File: src/hw/rtl/wscr_pkg.sv
// wscr_pkg: shared types and constants for the weighted score replacement block
// no dependencies; used by the interfaces, controller, datapath and top level
`timescale 1ns / 1ps

package wscr_pkg;

  localparam int SET_W      = 11;
  localparam int WAY_IN_W   = 4;
  localparam int CFG_IDX_W  = 2;
  localparam int CFG_DATA_W = 4;
  localparam int STAMP_W    = 64;
  localparam int SCORE_W    = 13;
  localparam int MOD_K_W    = 4;
  localparam int FREQ_W     = 4;
  localparam int AGE_W      = 8;
  localparam int REUSE_W    = 4;

  localparam logic [FREQ_W-1:0]  FREQ_SAT  = 4'd15;
  localparam logic [FREQ_W-1:0]  FREQ_FILL = 4'd1;
  localparam logic [AGE_W-1:0]   AGE_MAX   = 8'd255;
  localparam logic [REUSE_W-1:0] REUSE_MAX = 4'd15;

  localparam logic [CFG_IDX_W-1:0] CFG_RECENCY   = 2'd0;
  localparam logic [CFG_IDX_W-1:0] CFG_FREQUENCY = 2'd1;
  localparam logic [CFG_IDX_W-1:0] CFG_REUSE     = 2'd2;

  localparam logic [CFG_DATA_W-1:0] RECENCY_W_RST   = 4'd2;
  localparam logic [CFG_DATA_W-1:0] FREQUENCY_W_RST = 4'd3;
  localparam logic [CFG_DATA_W-1:0] REUSE_W_RST     = 4'd2;

  localparam logic CMD_QUERY  = 1'b0;
  localparam logic CMD_UPDATE = 1'b1;

  typedef struct packed {
    logic [STAMP_W-1:0] stamp;
    logic [REUSE_W-1:0] reuse;
    logic [AGE_W-1:0]   age;
    logic [FREQ_W-1:0]  freq;
  } way_entry_t;

  localparam way_entry_t ENTRY_RST = '{stamp: '0, reuse: REUSE_MAX, age: AGE_MAX, freq: '0};

  typedef enum logic [2:0] {
    ST_CLEAR,
    ST_IDLE,
    ST_MOD,
    ST_READ,
    ST_EVAL,
    ST_TREE,
    ST_OUT
  } ctl_state_t;

  typedef struct packed {
    logic accept;
    logic mod_step;
    logic rd_en;
    logic upd_wr;
    logic clr_wr;
    logic load_leaves;
    logic load_out;
  } dp_cmd_t;

  typedef struct packed {
    logic is_query;
    logic mod_last;
    logic clr_last;
  } dp_status_t;

endpackage

File: src/hw/rtl/wscr_ctrl.sv
// wscr_ctrl: sequencing state machine for clear, set reduction, read, update and victim search
// depends on wscr_pkg; drives the datapath by command struct, reads its status struct
`timescale 1ns / 1ps

module wscr_ctrl #(
  parameter int NUM_SETS = 2048,
  parameter int NUM_WAYS = 16
) (
  input  logic                 clk,
  input  logic                 rst,
  input  logic                 req_valid,
  output logic                 req_ready,
  output logic                 rsp_valid,
  input  logic                 rsp_ready,
  input  wscr_pkg::dp_status_t status,
  output wscr_pkg::dp_cmd_t    cmd
);

  localparam int LEVELS   = $clog2(NUM_WAYS);
  localparam int TW       = $clog2(LEVELS + 1);
  localparam bit NEED_MOD = (NUM_SETS < (1 << wscr_pkg::SET_W)) &&
                            ((NUM_SETS & (NUM_SETS - 1)) != 0);

  wscr_pkg::ctl_state_t state, state_next;
  logic [TW-1:0]        tree_cnt;
  logic                 out_free;

  assign out_free = !rsp_valid || rsp_ready;

  always_ff @(posedge clk) begin
    if (rst) begin
      state     <= wscr_pkg::ST_CLEAR;
      tree_cnt  <= '0;
      rsp_valid <= 1'b0;
    end else begin
      state <= state_next;
      if (state == wscr_pkg::ST_TREE) begin
        tree_cnt <= tree_cnt + 1'b1;
      end else begin
        tree_cnt <= '0;
      end
      if (cmd.load_out) begin
        rsp_valid <= 1'b1;
      end else if (rsp_ready) begin
        rsp_valid <= 1'b0;
      end
    end
  end

  always_comb begin
    state_next = state;
    case (state)
      wscr_pkg::ST_CLEAR: begin
        if (status.clr_last) state_next = wscr_pkg::ST_IDLE;
      end
      wscr_pkg::ST_IDLE: begin
        if (req_valid) state_next = NEED_MOD ? wscr_pkg::ST_MOD : wscr_pkg::ST_READ;
      end
      wscr_pkg::ST_MOD: begin
        if (status.mod_last) state_next = wscr_pkg::ST_READ;
      end
      wscr_pkg::ST_READ: begin
        state_next = wscr_pkg::ST_EVAL;
      end
      wscr_pkg::ST_EVAL: begin
        state_next = status.is_query ? wscr_pkg::ST_TREE : wscr_pkg::ST_IDLE;
      end
      wscr_pkg::ST_TREE: begin
        if (tree_cnt == TW'(LEVELS - 1)) state_next = wscr_pkg::ST_OUT;
      end
      wscr_pkg::ST_OUT: begin
        if (out_free) state_next = wscr_pkg::ST_IDLE;
      end
      default: begin
        state_next = wscr_pkg::ST_CLEAR;
      end
    endcase
  end

  always_comb begin
    req_ready       = (state == wscr_pkg::ST_IDLE);
    cmd             = '0;
    cmd.accept      = (state == wscr_pkg::ST_IDLE) && req_valid;
    cmd.mod_step    = (state == wscr_pkg::ST_MOD);
    cmd.rd_en       = (state == wscr_pkg::ST_READ);
    cmd.clr_wr      = (state == wscr_pkg::ST_CLEAR);
    cmd.upd_wr      = (state == wscr_pkg::ST_EVAL) && !status.is_query;
    cmd.load_leaves = (state == wscr_pkg::ST_EVAL) && status.is_query;
    cmd.load_out    = (state == wscr_pkg::ST_OUT) && out_free;
  end

endmodule

File: config.mk
export PLATFORM = sky130hd
export DESIGN_NAME = wscr_ctrl
export DESIGN_NICKNAME = d
export VERILOG_FILES = /design/src/hw/rtl/wscr_pkg.sv /design/src/hw/rtl/wscr_ctrl.sv
export SDC_FILE = /design/constraint.sdc
export NUM_CORES = 1
export LEC_CHECK = 0
export BUFFER_PORTS_ARGS = -buffer_cell sky130_fd_sc_hd__buf_2
export CAP_MARGIN = 20
export CORE_AREA = 5 5 42 44
export DETAILED_ROUTE_END_ITERATION = 12
export DIE_AREA = 0 0 47 49
export GPL_TIMING_DRIVEN = 1
export HOLD_SLACK_MARGIN = 0.02
export PLACE_DENSITY_LB_ADDON = 0.08
export SYNTH_ARGS = -nofsm -noshare
export SYNTH_HDL_FRONTEND = slang
export SYNTH_SLANG_ARGS = --single-unit
export TNS_END_PERCENT = 100
File: constraint.sdc
create_clock -name clk -period 1.4 [get_ports clk]
set_input_delay 0.07 -clock clk [delete_from_list [all_inputs] [get_ports clk]]
set_output_delay 0.07 -clock clk [all_outputs]
set_load 0.01 [all_outputs]
==> results list <==
- Height of the chip: roughly 50 um
- Delay-heaviest family, CP: multiplexers
* Fraction of the mapped netlist area in simple logic gates: about a third
- Post-Synth XOR/XNOR Area: 2.01%
* Worst rel slew slack: 80.8%
* Standard cell with the maximum stage delay on the critical path: sky130_fd_sc_hd__dfxtp_2
- Critical setup path kind: flop to flop
- Cell at the root of the clock tree: sky130_fd_sc_hd__clkbuf_4
- The checks that failed: negative setup slack.
* Max-slew violation count: 0
* Final routed DRC violation total: 0
- Area occupied by registers: 146 um2
- CTS tree: built
- Hold buffers post-CTS: 0
- Fill cells in the final layout number between 100 and 150.
* Leakage component of the power: around 0.28 nW
- The cell count after synthesis came out at 50.
- The largest total area in the synthesized netlist belongs to sky130_fd_sc_hd__dfxtp_1.
- First-pass GRT wire length: 1610 um
- Data on the critical path is required at its endpoint by roughly 1.5 ns.
* Critical Path Start Type: flop
- Row generation in the floorplan step produced 14 rows.
* Final Hold Fails: 0
* Setup slack of the most critical reg-to-reg path: -0.007 ns
- The share of the Yosys chip area taken by registers is ~32%.
* RSZ-0062 raised after global routing: true
- Antenna violations before repair: 0
- Dominant combinational cell family by area after synthesis: simple AND/OR/NAND/NOR gates
- Initial cell density of the core: between 30% and 40%
- Clock-pin slew was measured on the worst setup and hold paths at roughly 0.05 ns.
- IR analysis of the VDD net gives a maximum drop of 0.642 mV.
* Total buffers and inverters traversed by the critical path: 0
* Worst Max-Slew Pin Slew: about 0.29 ns
- Counting every net in the synthesized netlist gives 59.
* Mean number of vias per cell: about 4.8
* First-pass detailed-route iteration total: 3
- By area the synthesized netlist is led by sky130_fd_sc_hd__dfxtp_1 (32%), sky130_fd_sc_hd__nor2_1 (6.0%), sky130_fd_sc_hd__a21oi_1 (5.7%).
* Total gr overflow: 0
- Share of the synthesized area in the top cell type: roughly a third
* Total instance count after detailed placement: 80
- Measured against the total synthesized area, the mux share comes to under 10%.
- Total number of H-tree levels: 1
- In the synthesized netlist the dominant register cell turns out to be sky130_fd_sc_hd__dfxtp_1.
- For this block, the via count after detailed routing is 400.
- Of all nets on the critical path, the largest fanout is 2.
- Each instance of the synthesized netlist takes up on average approximately 8.7 um2.
- Detailed Route WL: around 930 um
- The finished layout holds between 80 and 90 standard cells, fillers aside.
- WL/cell: between 10 and 15 um
- For the worst setup path, the data arrival time is between 1.5 and 2 ns.
* Number of I/O pins: 16
* Post-DRT Antenna Nets: 0
* Fraction of registers with async set or reset after synthesis: 0%
- At the end of routability-driven placement, the weighted congestion stood at between 0.6 and 0.7.
- Summing the areas of all fa, ha and maj instances in the mapped netlist gives 5.75% of the synthesized area.
- Warnings from Yosys: 0
- Clk_lat worst skew: 0.25 ns
* Result of the run: finished with violations
- Fraction of final layout cells with drive strength greater than 1: 54.4%
- Yosys mapped a number of flops with a built-in enable equal to 0.
- Multi-input gate area: approximately 330 um2
- DRC marker count from the first detailed-route iteration: 2
* Total die area: around 0.0023 mm2
* Num Clock Sinks: 7
- Synthesis inferred 7 register bits.
- Crit end category: flop
* Commonest non-fill, non-tap cell in the layout: sky130_fd_sc_hd__buf_2
- Number of clock buffers inserted by TritonCTS: 3
* Commonest non-fill, non-tap cells in the layout: sky130_fd_sc_hd__buf_2 (15), sky130_fd_sc_hd__nor2_1 (7), sky130_fd_sc_hd__dfxtp_2 (5), sky130_fd_sc_hd__a21oi_1 (4)
- Setup violations remaining at the end of the flow were counted as 1.
- Yosys mapped the design onto 25 distinct sky130hd cell types.
- Peak Freq: ~0.71 GHz
* Number of global-route vias before repair: roughly 380
* Complex-gate fraction of the synthesized area: about a tenth
- The die is 47 um wide.
* Cells along the critical path: ha_4 > ha_4 > mux2i_4 > a21oi_2 > a2bb2oi_2 > mux2_4
* Global router's overall resource usage: ~9.6%
- Pin count of the biggest net entering global routing: 13
* Min Hold Slack: ~0.036 ns
- Across the routed clock network, the largest skew measured is approximately 0.00039 ns.
* Synth-to-Final Area Change: 45.1%
* Highest cell delay on the worst timing path: 0.33 ns
- Summing every instance area after synthesis gives 435 um2.
* Most repeated library cell on the critical path: sky130_fd_sc_hd__ha_4
* Setup ws final: -0.00707 ns
- Power spread over the standard cell area amounts to a little over 800 mW/mm2.
* Maximum buffer depth of the clock tree: 2
* Period utilization: 101%
- Final sum of negative setup slack: -0.00707 ns
* Core Area: 0.00140 mm2
- Buffers inserted during post-CTS setup optimization: 0
- During placement, the flow inserted port buffers numbering 15.
* Max_cap viols: 0
- After the last flow step, the layout net total stands at 78.
- The repair_antennas step left the layout with diodes totalling 0.
- After legalization and detailed placement, the total HPWL measured roughly 720 um.
- Final Core Density: 45.1%
- Hold Path Class: primary input to flop
* Minimum clock period after layout: 1.41 ns
## power breakdown
part / total, mW / switching, mW / internal [mW]
Sequential: 0.222 / 0.0147 / 0.207
Clock: 0.181 / 0.0728 / 0.109
Combinational: 0.114 / 0.0494 / 0.0649
## path summary, 6_finish.rpt
check	start	to	cells after the start
hold reg to reg	tree_cnt[0]	tree_cnt[0]	1
setup reg to reg	tree_cnt[0]	state[2]	6
setup / recovery	tree_cnt[0]	state[2]	6
hold / removal	rst	state[1]	2
## synthesized netlist by cell type (2+ instances only)
cell                       count
sky130_fd_sc_hd__ha_1          2
sky130_fd_sc_hd__mux2i_1       2
sky130_fd_sc_hd__a21oi_1       5
sky130_fd_sc_hd__inv_1         2
sky130_fd_sc_hd__and2b_2       2
sky130_fd_sc_hd__nor2_1        7
sky130_fd_sc_hd__dfxtp_1       7
sky130_fd_sc_hd__nor3_1        2
sky130_fd_sc_hd__buf_2         3
sky130_fd_sc_hd__nand3b_1      3
## cell families (layout without fill, tap and decap cells)
| group | after synthesis | after routing |
|---|---|---|
| adder cells (fa/ha/maj) | 2 | 2 |
| XOR/XNOR | 1 | 1 |
| AND/OR/NAND/NOR | 24 | 24 |
| flip-flops | 7 | 7 |
| AO/OA/AOI/OAI | 7 | 7 |
| buffers and inverters | 6 | 24 |
| multiplexers | 3 | 3 |
## final cells by class
class                           instances  area share, %
Clock buffer                            4           4.16
Timing Repair Buffer                   18           16.6
Inverter                                2           1.19
Multi-Input combinational cell         37           51.7
Tap cell                               16           3.17
Sequential cell                         7           23.2
## metal layers
layer | global-route usage, % | vias up | wire (um)
met5 | 0 | - | 0
met4 | 5.53 | 0 | 19
met3 | 3.32 | 4 | 80
met2 | 13.1 | 16 | 393
met1 | 12.7 | 169 | 439
li1 | - | 211 | -
## stage by stage
| stage | power [mW] | worst slack (ns) | cell area [um2] |
|---|---|---|---|
| 5_1_grt | 0.557 | -0.0491 | 632 |
| 6_report | 0.518 | -0.00707 | 632 |
| 4_1_cts | 0.513 | -0.0527 | 586 |
| 3_5_place_dp | 0.321 | -0.0532 | 553 |
| 3_3_place_gp | 0.322 | -0.0330 | 553 |
| 2_1_floorplan | 0.284 | 0.00547 | 462 |
## repair_timing
item / 4_1_cts / 5_1_grt
endpoints found under the setup margin: 1 / 6
gates cloned: 0 / 0
resized for setup: 1 / 12
## flip-flops by register name, indices dropped and copies added (netlist names)
name and flops:
rsp_valid 1, tree_cnt 3, state 3
Note: power is estimated with default switching activity, not from simulation.
